## src/rtl/nsfs_pkg.sv

```systemverilog
// Package for the NMEA sentence field splitter: result kinds, sentence codes,
// character constants and the sentence tag table.
// No dependencies.
`default_nettype none

package nsfs_pkg;

  // Default sizing of the line store and the field counter.
  localparam int MAX_LINE_DEF  = 256;
  localparam int MAX_FIELD_DEF = 31;

  // Fixed widths of the item fields.
  localparam int RX_W    = 8;
  localparam int KIND_W  = 2;
  localparam int TYPE_W  = 3;
  localparam int FIDX_W  = 5;
  localparam int CHAR_W  = 8;
  localparam int LEN_W   = 9;
  localparam int OUT_W   = 32;

  // Tag geometry.
  localparam int TAG_COUNT = 6;
  localparam int TAG_LEN   = 6;

  // Result kinds.
  typedef enum logic [KIND_W-1:0] {
    KIND_CHAR = 2'd0,
    KIND_SEP  = 2'd1,
    KIND_EOL  = 2'd2
  } kind_t;

  // Sentence type codes.
  localparam logic [TYPE_W-1:0] TYPE_GGA     = 3'd0;
  localparam logic [TYPE_W-1:0] TYPE_GLL     = 3'd1;
  localparam logic [TYPE_W-1:0] TYPE_GSA     = 3'd2;
  localparam logic [TYPE_W-1:0] TYPE_GSV     = 3'd3;
  localparam logic [TYPE_W-1:0] TYPE_RMC     = 3'd4;
  localparam logic [TYPE_W-1:0] TYPE_VTG     = 3'd5;
  localparam logic [TYPE_W-1:0] TYPE_UNKNOWN = 3'd6;

  // Characters with a special meaning.
  localparam logic [RX_W-1:0] CH_LF    = 8'h0A;
  localparam logic [RX_W-1:0] CH_CR    = 8'h0D;
  localparam logic [RX_W-1:0] CH_COMMA = 8'h2C;
  localparam logic [RX_W-1:0] CH_STAR  = 8'h2A;

  // Sentence tags, one row per type code, first character first.
  localparam logic [RX_W-1:0] TAG_TABLE [0:TAG_COUNT-1][0:TAG_LEN-1] = '{
    '{8'h24, 8'h47, 8'h50, 8'h47, 8'h47, 8'h41},  // $GPGGA
    '{8'h24, 8'h47, 8'h50, 8'h47, 8'h4C, 8'h4C},  // $GPGLL
    '{8'h24, 8'h47, 8'h50, 8'h47, 8'h53, 8'h41},  // $GPGSA
    '{8'h24, 8'h47, 8'h50, 8'h47, 8'h53, 8'h56},  // $GPGSV
    '{8'h24, 8'h47, 8'h50, 8'h52, 8'h4D, 8'h43},  // $GPRMC
    '{8'h24, 8'h47, 8'h50, 8'h56, 8'h54, 8'h47}   // $GPVTG
  };

endpackage

`default_nettype wire

```

## src/rtl/nmea_sentence_field_splitter_top.sv

```systemverilog
// An accepted item's result is registered and shown on the out_ channel in the cycle after it is accepted.
// Throughput: one item per cycle; the single result register is refilled in
// the cycle it is taken, so in_tready only drops while a result waits unread.
// Bytes that give no result (tag, carriage return, dropped) still pass the in_ handshake.
// Reset: synchronous, active low; clears the line state and the result slot.
// Top level of the NMEA sentence field splitter; uses nsfs_pkg.
`default_nettype none

module nmea_sentence_field_splitter_top #(
  parameter int MAX_LINE  = nsfs_pkg::MAX_LINE_DEF,
  parameter int MAX_FIELD = nsfs_pkg::MAX_FIELD_DEF
) (
  input  wire logic                       clk,
  input  wire logic                       rst_n,
  // Received characters.
  input  wire logic                       in_tvalid,
  output logic                            in_tready,
  input  wire logic [nsfs_pkg::RX_W-1:0]  in_tdata,   // [7:0] rx_byte
  // Results.
  output logic                            out_tvalid,
  input  wire logic                       out_tready,
  // [2:0] sentence_type, [7:3] field_index, [15:8] field_char,
  // [24:16] line_length, [25] line_overflow, [31:26] zero
  output logic [nsfs_pkg::OUT_W-1:0]      out_tdata,
  output logic [nsfs_pkg::KIND_W-1:0]     out_tuser   // [1:0] kind
);
  import nsfs_pkg::*;

  localparam int LPW = $clog2(MAX_LINE + 1);
  localparam int FCW = $clog2(MAX_FIELD + 1);

  // Line state.
  logic [LPW-1:0]       pos_r, pos_nxt;
  logic [TAG_COUNT-1:0] cand_r, cand_nxt;
  logic [FCW-1:0]       fc_r, fc_nxt;
  logic                 ovf_r, ovf_nxt;

  // Result slot.
  logic                 res_vld_r, res_vld_nxt;
  kind_t                res_kind_r, res_kind_nxt;
  logic [TYPE_W-1:0]    res_type_r, res_type_nxt;
  logic [FIDX_W-1:0]    res_fidx_r, res_fidx_nxt;
  logic [CHAR_W-1:0]    res_char_r, res_char_nxt;
  logic [LEN_W-1:0]     res_len_r, res_len_nxt;
  logic                 res_ovf_r, res_ovf_nxt;

  logic                 in_acc;
  logic [LPW-1:0]       pos_inc;
  logic [TYPE_W-1:0]    cur_type;
  logic [LPW+LEN_W-1:0] len_ext;
  logic [FCW+FIDX_W-1:0] fc_ext;
  logic                 in_tag;
  logic                 full;

  // The slot accepts when empty or while its result is being taken.
  assign in_tready = !res_vld_r || out_tready;
  assign in_acc    = in_tvalid && in_tready;

  assign pos_inc = pos_r + LPW'(1);
  assign in_tag  = pos_r < LPW'(TAG_LEN);
  assign full    = pos_r >= LPW'(MAX_LINE);
  assign len_ext = {{LEN_W{1'b0}}, pos_r};
  assign fc_ext  = {{FIDX_W{1'b0}}, fc_r};

  // Sentence type: lowest still-matching tag once the whole tag is stored.
  always_comb begin
    cur_type = TYPE_UNKNOWN;
    if (!in_tag) begin
      for (int t = TAG_COUNT - 1; t >= 0; t--) begin
        if (cand_r[t]) begin
          cur_type = TYPE_W'(t);
        end
      end
    end
  end

  // Per-byte decision: state update and the result, if any.
  always_comb begin
    pos_nxt      = pos_r;
    cand_nxt     = cand_r;
    fc_nxt       = fc_r;
    ovf_nxt      = ovf_r;
    res_vld_nxt  = 1'b0;
    res_kind_nxt = KIND_CHAR;
    res_type_nxt = cur_type;
    res_fidx_nxt = fc_ext[FIDX_W-1:0];
    res_char_nxt = '0;
    res_len_nxt  = '0;
    res_ovf_nxt  = 1'b0;
    if (in_tdata == CH_LF) begin
      // Line end reports the line and returns to the reset state.
      res_vld_nxt  = 1'b1;
      res_kind_nxt = KIND_EOL;
      res_len_nxt  = len_ext[LEN_W-1:0];
      res_ovf_nxt  = ovf_r;
      pos_nxt      = '0;
      cand_nxt     = '1;
      fc_nxt       = '0;
      ovf_nxt      = 1'b0;
    end else if (full) begin
      ovf_nxt = 1'b1;
    end else if (in_tag) begin
      // Tag bytes only narrow the candidate set.
      for (int t = 0; t < TAG_COUNT; t++) begin
        if (TAG_TABLE[t][pos_r[2:0]] != in_tdata) begin
          cand_nxt[t] = 1'b0;
        end
      end
      pos_nxt = pos_inc;
    end else begin
      pos_nxt = pos_inc;
      if (in_tdata == CH_COMMA || in_tdata == CH_STAR) begin
        res_vld_nxt  = 1'b1;
        res_kind_nxt = KIND_SEP;
        if (fc_r < FCW'(MAX_FIELD)) begin
          fc_nxt = fc_r + FCW'(1);
        end
      end else if (in_tdata != CH_CR) begin
        res_vld_nxt  = 1'b1;
        res_kind_nxt = KIND_CHAR;
        res_char_nxt = in_tdata;
      end
    end
  end

  // Line state registers.
  always_ff @(posedge clk) begin
    if (!rst_n) begin
      pos_r  <= '0;
      cand_r <= '1;
      fc_r   <= '0;
      ovf_r  <= 1'b0;
    end else if (in_acc) begin
      pos_r  <= pos_nxt;
      cand_r <= cand_nxt;
      fc_r   <= fc_nxt;
      ovf_r  <= ovf_nxt;
    end
  end

  // Result register: valid flag is control, the rest is payload.
  always_ff @(posedge clk) begin
    if (!rst_n) begin
      res_vld_r <= 1'b0;
    end else if (in_tready) begin
      res_vld_r <= in_acc && res_vld_nxt;
    end
  end

  always_ff @(posedge clk) begin
    if (in_acc) begin
      res_kind_r <= res_kind_nxt;
      res_type_r <= res_type_nxt;
      res_fidx_r <= res_fidx_nxt;
      res_char_r <= res_char_nxt;
      res_len_r  <= res_len_nxt;
      res_ovf_r  <= res_ovf_nxt;
    end
  end

  assign out_tvalid = res_vld_r;
  assign out_tuser  = res_kind_r;
  assign out_tdata  = {6'b0, res_ovf_r, res_len_r, res_char_r, res_fidx_r, res_type_r};

  // A line end always returns the line state to its reset value.
  a_eol_clears: assert property (@(posedge clk) disable iff (!rst_n)
    in_acc && in_tdata == CH_LF |=> pos_r == '0 && fc_r == '0 && !ovf_r && cand_r == '1)
    else $error("line state not cleared after line end");

  // Length and overflow are only reported with a line end.
  a_len_only_eol: assert property (@(posedge clk) disable iff (!rst_n)
    out_tvalid && res_kind_r != KIND_EOL |-> res_len_r == '0 && !res_ovf_r)
    else $error("line length or overflow set outside a line end");

  // The line never stores more than its capacity.
  a_pos_bound: assert property (@(posedge clk) disable iff (!rst_n)
    pos_r <= LPW'(MAX_LINE))
    else $error("line position beyond capacity");

  // A held result stays put while the sink stalls.
  a_hold: assert property (@(posedge clk) disable iff (!rst_n)
    out_tvalid && !out_tready |=> out_tvalid && $stable(out_tdata) && $stable(out_tuser))
    else $error("result changed while stalled");

endmodule

`default_nettype wire

```

## config.mk

```make
export PLATFORM = sky130hd
export DESIGN_NAME = nmea_sentence_field_splitter_top
export DESIGN_NICKNAME = d
export VERILOG_FILES = /design/src/rtl/nsfs_pkg.sv /design/src/rtl/nmea_sentence_field_splitter_top.sv
export SDC_FILE = /design/constraint.sdc
export NUM_CORES = 1
export LEC_CHECK = 0
export ABC_CLOCK_PERIOD_IN_PS = 2700
export BUFFER_PORTS_ARGS = -buffer_cell sky130_fd_sc_hd__clkbuf_2
export CORE_MARGIN = 8
export CORE_UTILIZATION = 56
export CTS_CLUSTER_DIAMETER = 60
export DETAILED_ROUTE_END_ITERATION = 10
export HOLD_SLACK_MARGIN = 0.06
export PLACE_DENSITY = 0.77
export SYNTH_ARGS = -nofsm -noshare
export SYNTH_HDL_FRONTEND = slang
export SYNTH_SLANG_ARGS = --single-unit
```

## constraint.sdc

```tcl
create_clock -name clk -period 2.7 [get_ports clk]
set_input_delay 0.54 -clock clk [delete_from_list [all_inputs] [get_ports clk]]
set_output_delay 0.54 -clock clk [all_outputs]
set_load 0.02 [all_outputs]
```

==> run_results.csv, run 1 <==
group,metric,value,unit
layout,final_common_cell,"clkbuf_2",
clocking,clock_sinks,50,
logic_synthesis,synth-seq-cells,50,
sta,slew_viol_final,0,
job,maxCapViolations,0,
layout,drive_gt1_frac,0.225,
setup_path,critPathTopFamily,"flip-flops",
layout,diodes,0,
logic_synthesis,synthAdderAreaFrac,0.0394,
setup_path,slowest_delay,0.60,ns
logic_synthesis,synth_compound_gate_area_share,0.141,
logic_synthesis,synth_top_family_by_area,"simple AND/OR/NAND/NOR gates",
logic_synthesis,synth_xor_area_frac,0.0730,
grt,grt_pass1_vias,2154,
logic_synthesis,synth.distinct_cells,54,
setup_path,crit_required,2.89,ns
setup_path,endpoint_kind,"register",
logic_synthesis,syn_area_per_cell,9.77,sq um
place,place_hpwl,4760,um
route,drt_iter0_drc,144,
logic_synthesis,synthCells,293,
logic_synthesis,synth_edf_count,28,
setup_path,worstSetupStartpointType,"register",
logic_synthesis,yosysTopAreaCell,"edfxtp_1",
route,ant_nets,0,
clocking,worst_skew_pair.late_latency,0.31,ns
place,gp_congestion,0.963,
grt,grt_usage,0.174,
grt,grt_max_degree,24,
logic_synthesis,synthSimpleGateAreaFrac,0.213,
logic_synthesis,synthArstFlopShare,0,
min_path,hp-class,"reg2reg",
logic_synthesis,ys_seq_area_frac,0.448,
floorplanning,start_util,0.571,
sta,slew-limit-headroom,0.555,
floorplanning,io_pins,48,
clocking,postCtsHoldBufs,0,
layout,layout_common_cells,"41 x clkbuf_2, 28 x edfxtp_1, 22 x nor2_1, 22 x dfxtp_1, 19 x nand2_1",
logic_synthesis,yosysWarningCount,0,
place,portBuffers,41,
layout,final_cells,408,
status,outcome,"complete, no violations",
setup_path,path_buf_inv,1,
power,peakVddDrop,0.000253,V
clocking,clockRootBuffer,"clkbuf_8",
logic_synthesis,syn_area,0.00286,sq mm
sta,worst-slew-pin-transition,0.663,ns
floorplanning,die_h,87.5,um
floorplanning,die-area,0.00765,sq mm
setup_path,path_class,"reg2reg",
setup_path,critPathMaxFanout,10,
power,p_leak,1.24,nW
sta,period_needed,2.27,ns
floorplanning,core-area,0.00501,sq mm
sta,hold_viol_final,0,
clocking,cts_buffers,5,
route,vias,2298,
sta,period_share,0.841,
logic_synthesis,yosysTopAreaCellShare,0.294,
route,routed_via_density,5.63,
sta,fmax,440,MHz
grt,grt_overflow,0,
route,wire_per_inst,15.8,um
place,dp_cells,400,
logic_synthesis,synthTopCellsByArea,"edfxtp_1 29%, dfxtp_1 15%, xnor2_1 4.9%",
clocking,cts_resized,0,
clocking,cts.clk_slew.worst_paths,0.08,ns
layout,final_util,0.649,
setup_path,cpMaxStageDelayCell,"dfxtp_1",
clocking,cts_setup_buffers,0,
clocking,tritoncts,"done",
sta,fin_skew,0.0155,ns
layout,final_nets,358,
sta,rsz0062_at_grt,"false",
clocking,clk_path_buf_depth,2,
setup_path,critPathArrivalTime,2.46,ns
route,wl,6460,um
grt,antenna_found_initial,0,
logic_synthesis,synth_ff_type,"edfxtp_1",
logic_synthesis,muxShareOfSynthArea,0.0179,
grt,grt_pass1_wl,10500,um
setup_path,crit_chain,"inv_1 -> ha_1 -> nand2b_1 -> mux2_2 -> and3_1 -> nand4_1 -> nand2_1",
sta,setup_viol,0,
power,power_density,494,mW/mm^2
route,first_pass_iters,5,
route,drc,0,
sta,setup_tns,0,ns
floorplanning,fp-row-count,26,
floorplanning,die_w,87.5,um
clocking,htreeDepth,2,
layout,area_growth,13.6,%
## worst min-delay path: cells and delay by family, from the launching register on
family	cells	cell delay (ns)
simple gates	1	0.07
flops	1	0.33
compound gates	1	0.04
## worst paths after layout
check,slack (ns),cells past startpoint,start,end
worst max-delay path,0.43,7,pos_r[0]$_SDFFE_PN0P_,cand_r[2]$_SDFFE_PN1P_
worst min-delay path,0.47,2,ovf_r$_SDFFE_PN0P_,ovf_r$_SDFFE_PN0P_
worst max register to register,0.43,7,pos_r[0]$_SDFFE_PN0P_,cand_r[2]$_SDFFE_PN1P_
worst min register to register,0.47,2,ovf_r$_SDFFE_PN0P_,ovf_r$_SDFFE_PN0P_
## final cells by class
cell class                 instances  area, sq um
fill                             453         1760
sequential                        50         1280
multi-input combinational        211         1410
inverter                          13         48.8
timing repair buffer              56          318
clock buffer                       7         76.3
tap                               70         87.6
clock inverter                     1         30.0
## synthesized netlist by cell type, drive strengths merged, types with 2 or more instances
cell type,count
nand2b,5
mux2i,4
o31ai,4
a41oi,2
nand4,8
nor4bb,2
and3,2
buf,15
o2111ai,2
nor3b,3
o31a,2
xor2,6
ha,9
clkbuf,9
and2,15
a211oi,2
o21ai,17
or4,5
or2,2
inv,13
nand3,14
xnor2,17
nand2,19
dfxtp,22
a2111oi,3
nor3,4
o211ai,3
a31oi,6
a21oi,17
edfxtp,28
nor2,22
## flip-flops by register name, indices dropped and copies added, names as in the netlist
register	flops
cand_r	6
out_tvalid	1
res_char_r	8
fc_r	5
ovf_r	1
pos_r	9
res_fidx_r	5
res_ovf_r	1
res_len_r	9
out_tuser	2
res_type_r	3
## power by group
part           internal, mW  switching (mW)
registers             0.825          0.0231
logic                0.0939           0.151
clock network         0.277           0.234
total                  1.20           0.408
## per-layer routing
layer	vias up	GRT usage	part of all wire
met5	-	0	0
met4	0	0.0703	0.021
met3	12	0.0292	0.069
met2	88	0.285	0.49
met1	1065	0.220	0.42
li1	1133	-	-
## logic make-up (layout without fill, tap and decap cells)
| kind of cell | count (synthesis) | in the layout |
|---|---|---|
| simple gates | 107 | 107 |
| compound gates | 61 | 61 |
| flops | 50 | 50 |
| buf+inv | 37 | 77 |
| xor+xnor | 23 | 23 |
| fa+ha+maj | 9 | 9 |
| mux | 5 | 5 |
| other cells | 1 | 6 |
## through the flow
stage | total power [mW] | hold slack, ns | worst slack [ns] | cell area, sq um
after floorplan | 1.05 | 0.429 | 0.0321 | 2880
after global placement | 1.10 | 0.452 | 0.399 | 3140
after detailed placement | 1.11 | 0.461 | 0.285 | 3140
after CTS | 1.62 | 0.478 | 0.448 | 3250
after global routing | 1.67 | 0.503 | 0.280 | 3250
final | 1.60 | 0.467 | 0.429 | 3250
(Power assumes the default switching activity.)
==> run 2: changes to the inputs <==
--- a/config.mk
+++ b/config.mk
@@ -5,14 +5,14 @@
 export SDC_FILE = /design/constraint.sdc
 export NUM_CORES = 1
 export LEC_CHECK = 0
-export ABC_CLOCK_PERIOD_IN_PS = 2700
+export ABC_CLOCK_PERIOD_IN_PS = 1900
 export BUFFER_PORTS_ARGS = -buffer_cell sky130_fd_sc_hd__clkbuf_2
 export CORE_MARGIN = 8
-export CORE_UTILIZATION = 56
+export CORE_UTILIZATION = 51
 export CTS_CLUSTER_DIAMETER = 60
 export DETAILED_ROUTE_END_ITERATION = 10
 export HOLD_SLACK_MARGIN = 0.06
-export PLACE_DENSITY = 0.77
+export PLACE_DENSITY = 0.74
 export SYNTH_ARGS = -nofsm -noshare
 export SYNTH_HDL_FRONTEND = slang
 export SYNTH_SLANG_ARGS = --single-unit
==> constraint.sdc (replaced) <==
create_clock -name clk -period 1.9 [get_ports clk]
set_input_delay 0.38 -clock clk [delete_from_list [all_inputs] [get_ports clk]]
set_output_delay 0.38 -clock clk [all_outputs]
set_load 0.02 [all_outputs]
==> run 2 against run 1 <==
Via count rose by 5.1%. Critical path depth fell by 1. Sequential power rose by 40%. Register-to-register slack got worse by 0.34 ns. Clock skew fell by 0.0061 ns. Power rose by 38%. Critical path type unchanged. Highest routed layer unchanged.
==> run_results.csv, run 2 (synthesized netlist as in run 1, its figures left out) <==
group,metric,value,unit
sta,slew-limit-headroom,0.535,
place,pre_cts_slack,-0.111,ns
sta,period_share,0.952,
sta,setup_slack,0.0907,ns
grt,grt_usage,0.161,
floorplanning,die_h,90.9,um
power,p_int,1.60,mW
setup_path,reg2regPathDepth,6,
layout,finalInstanceArea,0.00350,sq mm
power,pwr-share-comb,0.181,
min_path,whs_path_depth,3,
layout,area_growth,22.2,%
layout,layout_common_cells,"43 x buf_4, 41 x clkbuf_2, 28 x edfxtp_1",
clocking,cts.clk_slew.worst_paths,0.09,ns
place,placed_cell_area,0.00337,sq mm
min_path,hold_start,"in_tvalid",
grt,antenna_found_initial,0,
clocking,postCtsHoldBufs,0,
grt,grt_pass1_vias,2340,
setup_path,endpoint_kind,"register",
clocking,cts_buffers,5,
floorplanning,io_pins,48,
clocking,clock_sinks,50,
clocking,worst_skew_pair.late_latency,0.30,ns
power,p_sw_frac,0.279,
job,maxCapViolations,0,
setup_path,crit_required,2.13,ns
route,drt_iter0_drc,188,
power,peakVddDrop,0.000321,V
setup_path,critPathArrivalTime,2.04,ns
route,wire_per_inst,15.3,um
route,drc,0,
setup_path,path_class,"reg2reg",
layout,fillCellCount,470,
route,wl,6710,um
layout,diodes,0,
sta,fmax,553,MHz
setup_path,slowest_delay,0.46,ns
power,p_leak,1.38,nW
layout,final_common_cell,"buf_4",
layout,final_nets,387,
min_path,min_to,"out_tvalid$_SDFFE_PN0N_",
setup_path,cpMaxStageDelayCell,"or4_1",
floorplanning,fp-row-count,27,
place,place_hpwl,5000,um
clocking,clk_path_buf_depth,2,
floorplanning,die-area,0.00826,sq mm
route,first_pass_iters,4,
place,dp_cells,429,
setup_path,worstSetupStartpointType,"register",
power,power_density,633,mW/mm^2
floorplanning,die_w,90.9,um
setup_path,critPathMaxFanout,4,
place,portBuffers,41,
floorplanning,start_util,0.523,
sta,setup_viol,0,
grt,grt_max_degree,24,
power,clkPwrFrac,0.282,
layout,ff_latch_area,0.00129,sq mm
grt,grt_pass1_wl,11200,um
route,ant_nets,0,
layout,drive_gt1_frac,0.324,
power,p_sw,0.618,mW
setup_path,r2r-end,"fc_r[4]$_SDFFE_PN0P_",
setup_path,reg2reg_slack,0.09,ns
sta,hold_viol_final,0,
clocking,clockRootBuffer,"clkbuf_8",
route,routed_via_density,5.50,
sta,worst-slew-pin-transition,0.691,ns
sta,whs,0.340,ns
setup_path,r2r-start,"pos_r[7]$_SDFFE_PN0P_",
place,gp_congestion,0.897,
layout,final_cells,439,
layout,reg_top3,"pos_r (9), res_len_r (9), res_char_r (8)",
power,power_frac_seq,0.537,
sta,period_needed,1.81,ns
sta,slew_viol_final,0,
floorplanning,core-area,0.00547,sq mm
layout,multi_input_area,0.00144,sq mm
grt,grt_overflow,0,
route,vias,2415,
setup_path,crit_chain,"nor4_4 -> a2111oi_4 -> buf_4 -> nand2_1 -> or4_1 -> a31oi_1",
min_path,hp-class,"in2reg",
status,outcome,"complete, no violations",
sta,fin_skew,0.00938,ns
clocking,tritoncts,"done",
clocking,htreeDepth,2,
## run 2: worst max path at each step
| stage | from | to | slack, ns | cells past startpoint |
|---|---|---|---|---|
| finish | pos_r[7]$_SDFFE_PN0P_ | fc_r[4]$_SDFFE_PN0P_ | 0.09 | 6 |
| CTS | pos_r[8]$_SDFFE_PN0P_ | fc_r[2]$_SDFFE_PN0P_ | 0.006 | 5 |
| global placement | in_tdata[2] | fc_r[2]$_SDFFE_PN0P_ | -0.05 | 6 |
| global route | pos_r[6]$_SDFFE_PN0P_ | fc_r[2]$_SDFFE_PN0P_ | -0.008 | 5 |
| detailed placement | in_tdata[2] | fc_r[2]$_SDFFE_PN0P_ | -0.11 | 6 |
| floorplan | pos_r[0]$_SDFFE_PN0P_ | cand_r[2]$_SDFFE_PN1P_ | 0.008 | 9 |
## run 2: area by class of cell
cell class | count | area share
Clock buffer | 6 | 0.0208
Inverter | 13 | 0.0150
Clock inverter | 2 | 0.00394
Tap cell | 72 | 0.0258
Timing Repair Buffer | 85 | 0.154
Multi-Input combinational cell | 211 | 0.410
Sequential cell | 50 | 0.370
## run 2: power by group through the flow
stage / registers, mW / logic (mW) / clock network (mW)
floorplan: 1.24 / 0.253 / 0
global route: 1.19 / 0.439 / 0.677
detailed placement: 1.22 / 0.394 / 0
finish: 1.19 / 0.401 / 0.624
global placement: 1.22 / 0.387 / 0
CTS: 1.19 / 0.397 / 0.635
## run 2: timing repair
action,in CTS,in global routing
buffers inserted,0,2
resized for setup,0,11
setup endpoints to repair,0,15
## run 2: metrics by stage
| step | power [mW] | utilization | setup TNS (ns) |
|---|---|---|---|
| 6_report | 2.22 | 0.639 | 0 |
| 4_1_cts | 2.22 | 0.631 | 0 |
| 2_1_floorplan | 1.49 | - | 0 |
| 3_5_place_dp | 1.61 | 0.615 | -0.253 |
| 5_1_grt | 2.31 | 0.639 | -0.0128 |
| 3_3_place_gp | 1.60 | 0.615 | -0.0736 |
## run 2: layer usage
metal,GRT usage,routed length (um),up-vias
met1,0.205,2970,1145
met3,0.0324,362,9
met2,0.268,3250,66
li1,-,-,1195
met4,0.0518,116,0
met5,0,0,-
## run 2: worst max-delay path, delay by kind of cell (launching register included)
family                 cells  cell delay [ns]
AO/OA/AOI/OAI              2             0.59
flip-flops                 1             0.39
buffers and inverters      1             0.18
AND/OR/NAND/NOR            3             0.58
==> run 3: changes to the inputs <==
--- a/config.mk
+++ b/config.mk
@@ -7,6 +7,7 @@
 export LEC_CHECK = 0
 export ABC_CLOCK_PERIOD_IN_PS = 1900
 export BUFFER_PORTS_ARGS = -buffer_cell sky130_fd_sc_hd__clkbuf_2
+export CORE_ASPECT_RATIO = 1.2
 export CORE_MARGIN = 8
 export CORE_UTILIZATION = 51
 export CTS_CLUSTER_DIAMETER = 60
==> run 3 against run 2 <==
Routed wire length decreased by 2.2%. Critical path type unchanged. Clock power decreased by 0.8%. Global-route usage increased by 0.20 points. Sequential share of layout area increased by 0.068 points. Flip-flop and latch count unchanged.
==> run_results.csv, run 3 (synthesized netlist as in run 1, its figures left out) <==
group,metric,value,unit
setup_path,r2r-end,"fc_r[2]$_SDFFE_PN0P_",
setup_path,worstSetupStartpointType,"register",
power,p_sw,0.609,mW
place,portBuffers,41,
clocking,cts.clk_slew.worst_paths,0.09,ns
route,vias,2398,
clocking,clock_sinks,50,
power,pwr-share-comb,0.179,
min_path,min_to,"out_tvalid$_SDFFE_PN0N_",
route,first_pass_iters,5,
sta,period_share,0.938,
min_path,whs_path_depth,3,
sta,fmax,561,MHz
layout,layout_common_cells,"43 x buf_4, 41 x clkbuf_2, 28 x edfxtp_1",
grt,grt_pass1_vias,2328,
setup_path,path_class,"reg2reg",
power,p_int,1.60,mW
layout,final_common_cell,"buf_4",
min_path,hold_start,"in_tvalid",
clocking,worst_skew_pair.late_latency,0.31,ns
route,drc,0,
sta,fin_skew,0.0108,ns
min_path,hp-class,"in2reg",
clocking,cts_resized,0,
layout,final_nets,386,
clocking,clockRootBuffer,"clkbuf_8",
sta,slew_viol_final,0,
clocking,htreeDepth,2,
route,drt_iter0_drc,69,
setup_path,crit_required,2.14,ns
floorplanning,fp-row-count,30,
layout,reg_top3,"pos_r (9), res_len_r (9), res_char_r (8)",
floorplanning,io_pins,48,
floorplanning,die_h,98.1,um
route,ant_nets,0,
power,peakVddDrop,0.000306,V
power,p_leak,1.38,nW
grt,grt_usage,0.163,
clocking,cts_setup_buffers,0,
route,wl,6560,um
layout,diodes,0,
place,placed_cell_area,0.00337,sq mm
place,gp_congestion,0.934,
power,p_sw_frac,0.276,
grt,grt_overflow,0,
layout,drive_gt1_frac,0.314,
sta,period_needed,1.78,ns
job,maxCapViolations,0,
sta,setup_tns,0,ns
sta,hold_viol_final,0,
setup_path,reg2regPathDepth,5,
floorplanning,die_w,84.4,um
layout,finalInstanceArea,0.00347,sq mm
floorplanning,die-area,0.00827,sq mm
floorplanning,core-area,0.00556,sq mm
power,power_frac_seq,0.540,
route,wire_per_inst,15.3,um
setup_path,critPathMaxFanout,4,
place,place_hpwl,5060,um
clocking,cts_buffers,5,
power,power_density,637,mW/mm^2
grt,grt_max_degree,24,
setup_path,critPathArrivalTime,2.02,ns
setup_path,reg2reg_slack,0.12,ns
layout,area_growth,21.2,%
setup_path,endpoint_kind,"register",
route,routed_via_density,5.58,
grt,antenna_found_initial,0,
status,outcome,"complete, no violations",
setup_path,r2r-start,"pos_r[8]$_SDFFE_PN0P_",
sta,whs,0.353,ns
clocking,tritoncts,"done",
sta,setup_viol,0,
power,clkPwrFrac,0.280,
clocking,clk_path_buf_depth,2,
clocking,postCtsHoldBufs,0,
floorplanning,start_util,0.515,
grt,grt_pass1_wl,11200,um
## run 3: cell types whose count changed in the layout (fill, tap and decap cells not counted), sizes merged
cell and delta:
buf -1
## run 3: through the flow
stage / worst slack (ns) / util / power (mW) / cells
4_1_cts: 0.0514 / 0.621 / 2.22 / 430
3_5_place_dp: -0.0771 / 0.606 / 1.61 / 422
5_1_grt: -0.00360 / 0.624 / 2.30 / 430
3_3_place_gp: -0.0584 / 0.606 / 1.60 / 422
2_1_floorplan: 0.00763 / - / 1.49 / 298
6_report: 0.118 / 0.624 / 2.21 / 430
## run 3: worst max path at each step
stage / to / slack, ns / start
after floorplan: cand_r[2]$_SDFFE_PN1P_ / 0.008 / pos_r[0]$_SDFFE_PN0P_
after global placement: fc_r[2]$_SDFFE_PN0P_ / -0.06 / in_tdata[2]
after detailed placement: fc_r[2]$_SDFFE_PN0P_ / -0.08 / in_tdata[2]
after CTS: fc_r[2]$_SDFFE_PN0P_ / 0.05 / pos_r[1]$_SDFFE_PN0P_
after global routing: cand_r[5]$_SDFFE_PN1P_ / -0.004 / pos_r[2]$_SDFFE_PN0P_
final: fc_r[2]$_SDFFE_PN0P_ / 0.12 / pos_r[8]$_SDFFE_PN0P_
## run 3: power by group through the flow
stage | Clock, mW | Combinational [mW] | Sequential (mW)
global route | 0.662 | 0.438 | 1.20
detailed placement | 0 | 0.392 | 1.22
finish | 0.619 | 0.396 | 1.19
global placement | 0 | 0.384 | 1.22
CTS | 0.633 | 0.393 | 1.19
floorplan | 0 | 0.253 | 1.24
## run 3: worst max-delay path, stage by stage, from the launching register on
cell       delay (ns)
dfxtp_1          0.44
a211oi_2         0.10
a2111oi_4        0.41
nand3_2          0.14
or4_1            0.47
o211ai_1         0.16
## run 3: cell type report
| cell class | count | area, sq um |
|---|---|---|
| Clock buffer | 6 | 72.6 |
| Clock inverter | 2 | 13.8 |
| Fill cell | 461 | 2090 |
| Inverter | 13 | 52.6 |
| Multi-Input combinational cell | 211 | 1440 |
| Sequential cell | 50 | 1280 |
| Tap cell | 64 | 80.1 |
| Timing Repair Buffer | 84 | 528 |
## run 3: layer usage
layer,GRT usage,up-vias,routed length (um)
met5,0,-,0
met4,0.0865,0,206
met3,0.0328,16,349
met2,0.268,80,3230
met1,0.196,1114,2780
li1,-,1188,-
